--- src/hw/rtl/mats_pkg.sv ---
// Types and constants of the station statistics table.
// No dependencies; imported by every RTL module.
package mats_pkg;

	localparam logic [1:0] KIND_FRAME = 2'd0;
	localparam logic [1:0] KIND_LEARN = 2'd1;
	localparam logic [1:0] KIND_READ  = 2'd2;

	localparam int          GROUP_BIT  = 40;
	localparam logic [47:0] BCAST_ADDR = 48'hFFFF_FFFF_FFFF;

	typedef enum logic [2:0] {
		ST_IDLE,
		ST_CMP,
		ST_RES,
		ST_WR,
		ST_RD,
		ST_OUT
	} state_t;

	typedef struct packed {
		logic [1:0]  kind;
		logic [47:0] dest_mac;
		logic [47:0] source_mac;
		logic [16:0] frame_length;
		logic [7:0]  read_index;
	} in_t;

	typedef struct packed {
		logic [7:0]  src_slot;
		logic        src_hit;
		logic [7:0]  dst_slot;
		logic        dst_hit;
		logic [47:0] entry_address;
		logic [63:0] rx_frames;
		logic [63:0] tx_frames;
		logic [63:0] rx_octets;
		logic [63:0] tx_octets;
		logic [63:0] mcast_frames;
		logic [63:0] bcast_frames;
		logic [8:0]  entries_used;
	} out_t;

	typedef struct packed {
		logic [47:0] addr;
		logic [63:0] rxf;
		logic [63:0] txf;
		logic [63:0] rxo;
		logic [63:0] txo;
		logic [63:0] mc;
		logic [63:0] bc;
	} row_t;

endpackage

--- src/hw/rtl/mats_cell.sv ---
// One search cell: holds one station address and compares it with the key.
// Depends on mats_pkg; chained by the top level.
module mats_cell
	import mats_pkg::*;
#(
	parameter int IDX_W = 8,
	parameter int CNT_W = 9,
	parameter int INDEX = 0
) (
	input  logic             clk,
	input  logic             wr_en,
	input  logic [IDX_W-1:0] wr_slot,
	input  logic [47:0]      key,
	input  logic [CNT_W-1:0] count,
	input  logic             hit_in,
	input  logic [IDX_W-1:0] slot_in,
	output logic             hit_out,
	output logic [IDX_W-1:0] slot_out
);

	logic [47:0] addr_q;
	logic        match_q;

	always_ff @(posedge clk) begin
		if (wr_en && (wr_slot == IDX_W'(INDEX))) begin
			addr_q <= key;
		end
		match_q <= (addr_q == key) && (CNT_W'(INDEX) < count);
	end

	assign hit_out  = hit_in | match_q;
	assign slot_out = slot_in | (match_q ? IDX_W'(INDEX) : '0);

endmodule

--- config.mk ---
export PLATFORM = sky130hd
export DESIGN_NAME = mats_cell
export DESIGN_NICKNAME = d
export VERILOG_FILES = /design/src/hw/rtl/mats_pkg.sv /design/src/hw/rtl/mats_cell.sv
export SDC_FILE = /design/constraint.sdc
export NUM_CORES = 1
export LEC_CHECK = 0
export BUFFER_PORTS_ARGS = -buffer_cell sky130_fd_sc_hd__buf_2
export CAP_MARGIN = 25
export CORE_MARGIN = 2
export CORE_UTILIZATION = 42
export DETAILED_ROUTE_END_ITERATION = 6
export GPL_TIMING_DRIVEN = 1
export PLACE_DENSITY = 0.71
export SYNTH_ARGS = -nofsm -noshare
export SYNTH_HDL_FRONTEND = slang
export SYNTH_SLANG_ARGS = --single-unit
--- constraint.sdc ---
create_clock -name clk -period 8.35 [get_ports clk]
set_input_delay 1.2525 -clock clk [delete_from_list [all_inputs] [get_ports clk]]
set_output_delay 1.2525 -clock clk [all_outputs]
set_load 0.02 [all_outputs]
Word level (Yosys, flattened, before mapping)
Cells that the tools add are included.
- register bits after elaboration: 49
- bits in latches: 0
- memories kept: 0
- output and inout port bits: 9
- RAM bits: 0
- bits in read-only memories: 0
- add/sub/neg operators: 0
- reductions and logical operators: 3
- mux-type cells: 0
- equal/unequal tests: 1
- bitwise gates (word level): 1
- magnitude comparators: 1
- shift operators: 0
- divide/modulo/power cells: 0
- multiply operators: 0
- operators with widths (kind ; number):
    equality test 48 bit ; 1
    less-than comparator 1 x 9 -> 1 bit (first input constant) ; 1
    logical NOT 8 bit ; 1
    logical AND 1 bit ; 2
    OR 1 bit ; 1

Logic depth before layout (Yosys ltp)
Gate-level depths: netlist of the first run.
- word-level depth: 2
- depth in mapped cells: 4
- depth with buffers taken out: 4

Worst setup path before layout of the first run
Ideal clock, no wire load.
- path type: input to register
- from: input port wr_slot[1]
- to: register addr_q[0], enable pin
- path buffers: 0
- stages on the path: 3
- data required time: 7.772 ns
- slack: 1.604 ns
- arrival time: 6.169 ns
- cells stage by stage: nor4_1 -> nand3b_1 -> nor4_1
- cells in the longest elaborated chain, start to end: 2
- ends and longest elaborated chain (item ; RTL line ; text):
    from (decl) ; mats_cell.sv:12 ; input logic [IDX_W-1:0] wr_slot,
    logical NOT 8 bit ; mats_cell.sv:25 ; if (wr_en && (wr_slot == IDX_W'(INDEX))) begin
    logical AND 1 bit ; mats_cell.sv:25 ;
    to (signal assigned) ; mats_cell.sv:26 ; addr_q <= key;
    to (decl) ; mats_cell.sv:21 ; logic [47:0] addr_q;
No other way between the ends.
A chain may end at the register's enable or synchronous reset.

Worst setup path in the final report of the first run
- from: input port hit_in
- to: output port hit_out
- cells in the longest elaborated chain, start to end: 1
- ends and longest elaborated chain (item ; RTL line ; text):
    from (decl) ; mats_cell.sv:15 ; input logic hit_in,
    OR 1 bit ; mats_cell.sv:31 ; assign hit_out = hit_in | match_q;
    to (decl) ; mats_cell.sv:17 ; output logic hit_out,
No other way between the ends.

==> results of run 1 <==
[power by group through the flow]
stage,clock network (mW),logic (mW),registers [mW]
2_1_floorplan,0,0.0169,0.276
3_3_place_gp,0,0.0332,0.276
3_5_place_dp,0,0.0338,0.276
4_1_cts,0.133,0.0339,0.270
5_1_grt,0.144,0.0372,0.270
6_report,0.128,0.0332,0.270
[tightest hold or removal path, stage by stage (launching register included)]
cell                       delay (ns)
sky130_fd_sc_hd__edfxtp_1        0.34
sky130_fd_sc_hd__xor2_1          0.14
sky130_fd_sc_hd__nor4_1          0.06
sky130_fd_sc_hd__nand2_1         0.08
sky130_fd_sc_hd__nor4_2          0.05
[through the flow]
stage                     worst slack, ns  cells
after floorplan                      1.60    130
after global placement               5.31    259
after global routing                 5.31    267
final                                5.32    267
after CTS                            5.31    267
after detailed placement             5.31    259
[registers in the layout, summed over array words and instances, names as in the netlist]
register  cells
addr_q       48
match_q       1
[cells by family after synthesis]
logic type / Yosys count
xor+xnor: 48
buf+inv: 8
flops: 49
simple gates: 25
[path summary, 6_finish.rpt]
kind / startpoint / to / cells past startpoint
max: hit_in / hit_out / 3
min: addr_q[25]$_DFFE_PP_ / match_q$_DFF_P_ / 4
max reg2reg: addr_q[39]$_DFFE_PP_ / match_q$_DFF_P_ / 4
min reg2reg: addr_q[25]$_DFFE_PP_ / match_q$_DFF_P_ / 4
[final cells by class]
cell class | count | share of cell area
Clock buffer | 7 | 0.0293
Multi-Input combinational cell | 73 | 0.238
Timing Repair Buffer | 70 | 0.137
Sequential cell | 49 | 0.562
Tap cell | 67 | 0.0322
Clock inverter | 1 | 0.00192
[routing by layer]
metal | track usage | vias up | share of wire
met5 | 0 | - | 0
met4 | 0.0429 | 0 | 0.013
met3 | 0.0450 | 6 | 0.080
met2 | 0.205 | 52 | 0.45
met1 | 0.152 | 547 | 0.46
li1 | - | 610 | -
[cells in the mapped netlist, drive strengths merged]
cell type  count
buf            8
dfxtp          1
edfxtp        48
nand2          1
nand3          2
nand3b         1
nand4          2
nor2           1
nor3           1
nor4          16
or2            1
xor2          48
==> summary.md, run 1 <==
The flow ran to the end, and the final reports show no timing, DRC or antenna violations. In this run the number of H-tree levels came out at 2. Pin placement for this block handled 85 I/O pins. After legalization and detailed placement, the total HPWL measured 2640 um. Sorting the synthesized cells by area gives the leading types as sky130_fd_sc_hd__edfxtp_1, sky130_fd_sc_hd__xor2_1, sky130_fd_sc_hd__nor4_2. The logs give 3300 um for the total wire length and 0.626 for the share of power burned in registers. For the net switching component of the power, the log shows 0.0845 mW. The arrival time of the worst setup path is 1.78 ns. The worst-case IR drop observed on VDD is 0.000112 V. The area growth from synthesis to layout is 21.9%. The count of input and output buffers was 68. The fraction of final layout cells sized beyond drive strength 1 was 0.425; the die outline area was 5670 um2.

For the synthesized netlist net count, the log shows 206. The final worst-path cycle share came out at 0.363. The number of global-route vias before repair is 1205.

Walking the worst path, the cells encountered are buf_2, or2_2, buf_2. The area fraction of the dominant cell type after synthesis was 0.675; the worst hold slack after final layout was 0.706 ns. The leakage power summed over all cells was 0.984 nW; the synthesized-area fraction occupied by ao, oa, aoi and oai cells was 0.

After synthesis, the mean cell area works out to 16.4 um2. The final hold violation count was 0. The run gives 13 as the number of library cell types mapped by synthesis.

The count of buffers added by post-CTS timing repair for setup was 0; the clock insertion delay at the later pin of the skew report was 0.29 ns. The mux cell area share after synthesis works out to 0. After synthesis, the largest family of logic cells by area is XOR/XNOR gates.

The switching power as a share of total power is 0.196, and the critical path buffer and inverter count is 2. The clock group share of total power is 0.296, and the total core area is 4820 um2. The critical path class is in2out.

After the first detailed-routing iteration, the DRC count stood at 29. The placed cell area was 2520 um2. Setup repair after global routing left no endpoint under its margin. Leaving out fill and tap cells, the most frequent cells in the layout are sky130_fd_sc_hd__buf_2, sky130_fd_sc_hd__xor2_1, sky130_fd_sc_hd__edfxtp_1.

In the final layout, flip-flops and latches occupy 1460 um2. The run gives 0.676 as the final weighted congestion in routability-driven placement. For the worst setup path, the data required time is 7.10 ns. For the portion of the post-synthesis area used by sequential elements, the log shows 0.685. The reg2reg setup slack was 7.00 ns; the synthesized instance count was 130. The floorplan has 25 rows.

Grouping stages by cell kind, the critical path spends the most delay in simple AND/OR/NAND/NOR gates. Synthesized-area fraction occupied by adder cells: 0. The worst slew margin relative to its limit came out at 0.786. The number of antenna diodes was 0; the number of clock sinks was 49. Simple logic cell fraction of the synthesized area: 0.0903. The first detailed-routing pass took 3 iterations. Part of the total power dissipated in combinational logic: 0.077.

Max-cap violations in this run came to 0. The global-route usage over all layers is 0.124, and the post-synthesis register bit count is 49. Entering global routing, the biggest net connects 25 pins.

The logs give 5 for the clock buffer count from CTS and 619 um2 for the multi-input logic area. The clock transition at the registers of the reported paths is 0.08 ns. The final design instance area without fill was 2600 um2; the maximum fanout encountered on the critical timing path was 1.

The maximum clock rate is 0.330 GHz, and the number of remaining DRC errors is 0. Number of hold buffers added after cts: 0. The die is 75.3 um wide. The clock root buffer is sky130_fd_sc_hd__clkbuf_8.

For the post-route core utilization, the log shows 0.540. The via count of the routed design is 1215, and the remaining global-route overflow is 0. The vias per cell was 4.55; the starting utilization of the core area was 0.443. TritonCTS built the clock tree. Xor-xnor portion of the synthesized cell area: 0.197. After clock tree synthesis, the repair step resized 0 gates. Among the stages of the critical path, the cell type that occurs most often is sky130_fd_sc_hd__buf_2. Largest stage delay on the critical path: 0.27 ns. The clock passes through at most 2 buffers. In this run the vertical extent of the chip is 75.3 um. For the final database, setup skew stands at 0.00543 ns. The synthesized design spends more area on one cell type than any other, namely sky130_fd_sc_hd__edfxtp_1. For the pin with the worst max-slew slack, the measured transition is 0.317 ns. Among all stages on the critical path, the largest delay is contributed by sky130_fd_sc_hd__or2_2. The number of failing setup endpoints in the final timing report is 0. The tools report the startpoint type of the worst setup path as an input port. The first global-routing pass estimated 5230 um of wire.

The overall power of the completed layout is 0.431 mW, and the summed instance area of the synthesized netlist is 2130 um2. The most common cell after layout, fill and taps aside is sky130_fd_sc_hd__buf_2. The layout has 423 filler cells. The minimum period implied by the final worst setup slack is 3.03 ns. The internal portion of total power came out at 0.347 mW.

Dividing the detail-routed wire length by the instance count gives 12.3 um. After the last flow step, the layout net total stands at 275. For the post-route antenna net violation count, the log shows 0. The run gives 0 ns as the setup total negative slack.

For this design the ratio of total power to cell area is 166 nW/um2. The total count of max-transition violations in the final report came out at 0. The tools report the number of antenna violations at the first check in global routing as 0. The type of the worst min-delay path was reg2reg. For this run, the number of Yosys warnings is 0. STA classifies the critical path endpoint as an output port.
Note: power is estimated with default switching activity, not from simulation.
==> run 2: changes to the inputs <==
Settings changed: ABC_AREA from default to 1, PLACE_DENSITY 0.71 to 0.68.
Clock period 8.35 ns to 3 ns, I/O delays scaled along.
==> run 2 against run 1 <==
Synthesized cell count is 140% higher. Clock power grew to 3.3 times the previous value. Routed wire length is 27% higher. Core utilization is 2.4 points lower. Total power grew to 3.0 times the previous value. Die area is 18% higher. First-iteration DRC count grew to 2.9 times the previous value. Area after synthesis is 19% higher. Sequential power grew to 2.8 times the previous value. Count of clock-buffer cells in the layout stayed put. Cell count is 70% higher. Cell area is 17% higher. Critical path type is now in2reg. Largest power group unchanged.
==> summary.md, run 2 <==
The flow ran to the end, and the final reports show no timing, DRC or antenna violations. The total of warnings raised by yosys is 0 (unchanged), and the critical path buffer and inverter count is 2 (unchanged). The number of global-route vias before repair was 1662 (was 1205). The count of input and output buffers was 68 (unchanged).

The critical path class is in2reg (was in2out). Power density of the placed cells: 422 nW/um2 (was 166 nW/um2). The most common cell after layout, fill and taps aside is sky130_fd_sc_hd__nand2_1 (was sky130_fd_sc_hd__buf_2). The run gives 0.000186 V (was 0.000112 V) as the largest voltage drop on the vdd net. The final routed wire length divided by cell count is 9.22 um (was 12.3 um), and the number of maximum-capacitance constraint violations is 0 (unchanged). For the data required time at the worst endpoint, the log shows 2.94 ns (was 7.10 ns). The sequential standard cell area came out at 1460 um2 (unchanged). The logs give 0.702 (was 0.676) for the final weighted congestion in routability-driven placement and 0 (unchanged) for the number of antenna diodes.

End point of the worst hold path: addr_q[13]$_DFFE_PP_ (was match_q$_DFF_P_). The synthesized netlist net count was 386 (was 206); the post-synthesis register bit count was 49 (unchanged). The area added between synthesis and finish is 19.3% (was 21.9%). Number of library cell types mapped by synthesis: 15 (was 13). Derived from the worst setup path, the maximum achievable clock frequency is 0.583 GHz. For the number of hold buffers added after cts, the log shows 0 (unchanged). TritonCTS built the clock tree. Number of antenna violations at the first check in global routing: 0 (unchanged).

The die height is 81.8 um (was 75.3 um), and the leakage power summed over all cells is 1.59 nW (was 0.984 nW). Counting I/O delays and the setup requirement, the final critical path takes 1.71 ns. The post-CTS resize count came out at 0 (unchanged).

The clock buffer count from CTS is 5 (unchanged), and the synthesized instance count is 310 (was 130). The final hold violation count is 0 (unchanged). The cell with the biggest individual delay on the critical path is sky130_fd_sc_hd__buf_4 (was sky130_fd_sc_hd__or2_2). The tools report the total iterations of the first detailed-routing run as 4 (was 3).

The tools report the total core area as 5890 um2 (was 4820 um2). The total wire length is 4190 um (was 3300 um), and the number of remaining DRC errors is 0 (unchanged). Overall power of the completed layout: 1.28 mW (was 0.431 mW). The via count of the routed design was 1948 (was 1215); the area fraction of the dominant cell type after synthesis was 0.566 (was 0.675). The remaining global-route overflow was 0 (unchanged); the number of synthesized flops with an enable pin was 48 (unchanged). The mean area per synthesized cell came out at 8.21 um2 (was 16.4 um2). The critical path's top delay family was buffers and inverters (was simple AND/OR/NAND/NOR gates).

The clock transition at the registers of the reported paths was 0.09 ns (was 0.08 ns). Register with the most flip-flops: addr_q (unchanged). The tools report the total count of max-transition violations in the final report as 0 (unchanged).

Endpoint type of the worst setup path: a flip-flop (was an output port). The count of nets after finishing is 454 (was 275), and the worst clock skew is 0.00547 ns (was 0.00543 ns). The number of inserted filler cells in the final layout was 547 (was 423).

The setup total negative slack came out at 0 ns (unchanged). The proportion of synthesized flip-flops having asynchronous set or reset works out to 0 (unchanged). Largest registers: addr_q (48), match_q (1) (unchanged). The multi-input logic area is 766 um2 (was 619 um2). Setup repair after global routing left no endpoint under its margin.

The buffer depth of the longest clock path is 2 (unchanged), and the number of cells on the worst hold path is 1 (was 4). Top library cells by usage in the layout, fill and taps aside: sky130_fd_sc_hd__nand2_1, sky130_fd_sc_hd__inv_1, sky130_fd_sc_hd__buf_2 (was sky130_fd_sc_hd__buf_2, sky130_fd_sc_hd__xor2_1, sky130_fd_sc_hd__edfxtp_1). For the starting utilization of the core area, the log shows 0.432 (was 0.443).

The number of rows in the core area was 28 (was 25); the maximum fanout encountered on the critical timing path was 48 (was 1). Dominant cell type by area after synthesis: sky130_fd_sc_hd__edfxtp_1 (unchanged). First-pass GRT wire length: 6600 um (was 5230 um). The commonest register cell after synthesis was sky130_fd_sc_hd__edfxtp_1 (unchanged). The worst slew margin relative to its limit came out at 0.589 (was 0.786). The maximum number of pins on one net before global-route repair was 49 (was 25). For the die outline area, the log shows 6700 um2 (was 5670 um2). The endpoint of the lowest-slack register-to-register path was match_q$_DFF_P_ (unchanged). The number of flip-flops under the largest register name is 48 (unchanged). The final worst-path cycle share came out at 0.571. Cell with the most instances after synthesis: sky130_fd_sc_hd__nand2_1. The tools report the startpoint type of the worst setup path as an input port (unchanged). The logs give 0 (unchanged) for the number of failing setup endpoints in the final timing report and 0.574 (was 0.685) for the portion of the post-synthesis area used by sequential elements. Count of buffers added by post-CTS timing repair for setup: 0 (unchanged). For the reg2reg setup slack, the log shows 1.92 ns (was 7.00 ns). The CTS H-tree depth came out at 2 (unchanged).

Critical path cell sequence: buf_2, or3_1, nor4_4, buf_4 (was buf_2, or2_2, buf_2). The tools report the arrival time of the worst setup path as 1.65 ns (was 1.78 ns). The global-route usage over all layers was 0.129 (was 0.124); the fraction of final layout cells sized beyond drive strength 1 was 0.211 (was 0.425). The start point of the worst min-delay path was key[13] (was addr_q[25]$_DFFE_PP_).

The vias per cell is 4.29 (was 4.55). Leading cell types by count after synthesis: sky130_fd_sc_hd__nand2_1, sky130_fd_sc_hd__inv_1, sky130_fd_sc_hd__edfxtp_1, sky130_fd_sc_hd__nor2_1, sky130_fd_sc_hd__buf_4 (was sky130_fd_sc_hd__edfxtp_1, sky130_fd_sc_hd__xor2_1, sky130_fd_sc_hd__nor4_1, sky130_fd_sc_hd__buf_4, sky130_fd_sc_hd__nor4_2). The top-level port count came out at 85 (unchanged). The beginning of the worst register-to-register path was addr_q[2]$_DFFE_PP_ (was addr_q[39]$_DFFE_PP_).

The number of clock sinks is 49 (unchanged), and the detailed placement HPWL is 3180 um (was 2640 um). Top cells by area in the synthesized netlist: sky130_fd_sc_hd__edfxtp_1, sky130_fd_sc_hd__nand2_1, sky130_fd_sc_hd__inv_1 (was sky130_fd_sc_hd__edfxtp_1, sky130_fd_sc_hd__xor2_1, sky130_fd_sc_hd__nor4_2). The largest stage delay on the critical path is 0.55 ns (was 0.27 ns). Clock root buffer: sky130_fd_sc_hd__clkbuf_8 (unchanged). The clock insertion delay at the later pin of the skew report is 0.30 ns (was 0.29 ns). Die width: 81.8 um (was 75.3 um). The tools report the DRC marker count from the first detailed-route iteration as 84 (was 29).

The number of cell instances on the worst register-to-register path came out at 7 (was 4). The slew at the pin closest to its max-slew limit works out to 0.616 ns (was 0.317 ns). Type of the worst min-delay path: in2reg (was reg2reg). The tools report the summed instance area of the synthesized netlist as 2540 um2 (was 2130 um2). The tools report the post-route core utilization as 0.516 (was 0.540). The tools report the post-route antenna net violation count as 0 (unchanged).
-- run 2: worst max path at each step --
stage               startpoint                   end  depth (start not counted)
global placement    wr_slot[0]   addr_q[5]$_DFFE_PP_                          4
global route        wr_slot[0]  addr_q[27]$_DFFE_PP_                          4
finish              wr_slot[0]  addr_q[43]$_DFFE_PP_                          4
floorplan           wr_slot[0]   addr_q[0]$_DFFE_PP_                          2
detailed placement  wr_slot[0]   addr_q[0]$_DFFE_PP_                          4
CTS                 wr_slot[0]  addr_q[27]$_DFFE_PP_                          4
-- run 2: worst reg2reg max path: stages, from the launching register on --
cell and delay, ns:
sky130_fd_sc_hd__edfxtp_1 0.40, sky130_fd_sc_hd__xnor2_1 0.15, sky130_fd_sc_hd__nand2_1 0.08, sky130_fd_sc_hd__nor2_1 0.10
sky130_fd_sc_hd__nand2_1 0.06, sky130_fd_sc_hd__nor2_1 0.11, sky130_fd_sc_hd__nand2_1 0.06, sky130_fd_sc_hd__nor2_1 0.07
-- run 2: metal layers --
| metal | track usage | vias to the layer above | share of wire |
|---|---|---|---|
| met2 | 0.225 | 61 | 0.46 |
| met1 | 0.149 | 838 | 0.45 |
| met5 | 0 | - | 0 |
| met3 | 0.0396 | 5 | 0.076 |
| li1 | - | 1044 | - |
| met4 | 0.0450 | 0 | 0.011 |
-- run 2: power by group --
part | switching [mW] | leakage [nW] | total (mW) | internal [mW]
logic | 0.0549 | 1.10 | 0.109 | 0.0536
clock network | 0.213 | 0.0542 | 0.422 | 0.209
registers | 0.000582 | 0.439 | 0.752 | 0.751
-- run 2: logic make-up after synthesis --
| group | synth area share |
|---|---|
| simple gates | 0.263 |
| flops | 0.574 |
| buf+inv | 0.128 |
| xor+xnor | 0.0344 |
-- run 2: metrics by stage --
| stage | hold slack [ns] | instance area, um2 | instances | worst slack, ns |
|---|---|---|---|---|
| 4_1_cts | 0.338 | 3040 | 454 | 1.29 |
| 3_5_place_dp | 0.658 | 2940 | 446 | 0.965 |
| 6_report | 0.349 | 3040 | 454 | 1.29 |
| 2_1_floorplan | 0.549 | 2550 | 310 | 0.171 |
| 3_3_place_gp | 0.656 | 2940 | 446 | 0.968 |
| 5_1_grt | 0.336 | 3040 | 454 | 1.24 |
-- run 2: cell type report --
type / instances / area share
inverter: 71 / 0.0878
sequential: 49 / 0.481
timing repair buffer: 69 / 0.115
clock buffer: 7 / 0.0317
multi-input combinational: 182 / 0.252
clock inverter: 1 / 0.00165
tap: 75 / 0.0309
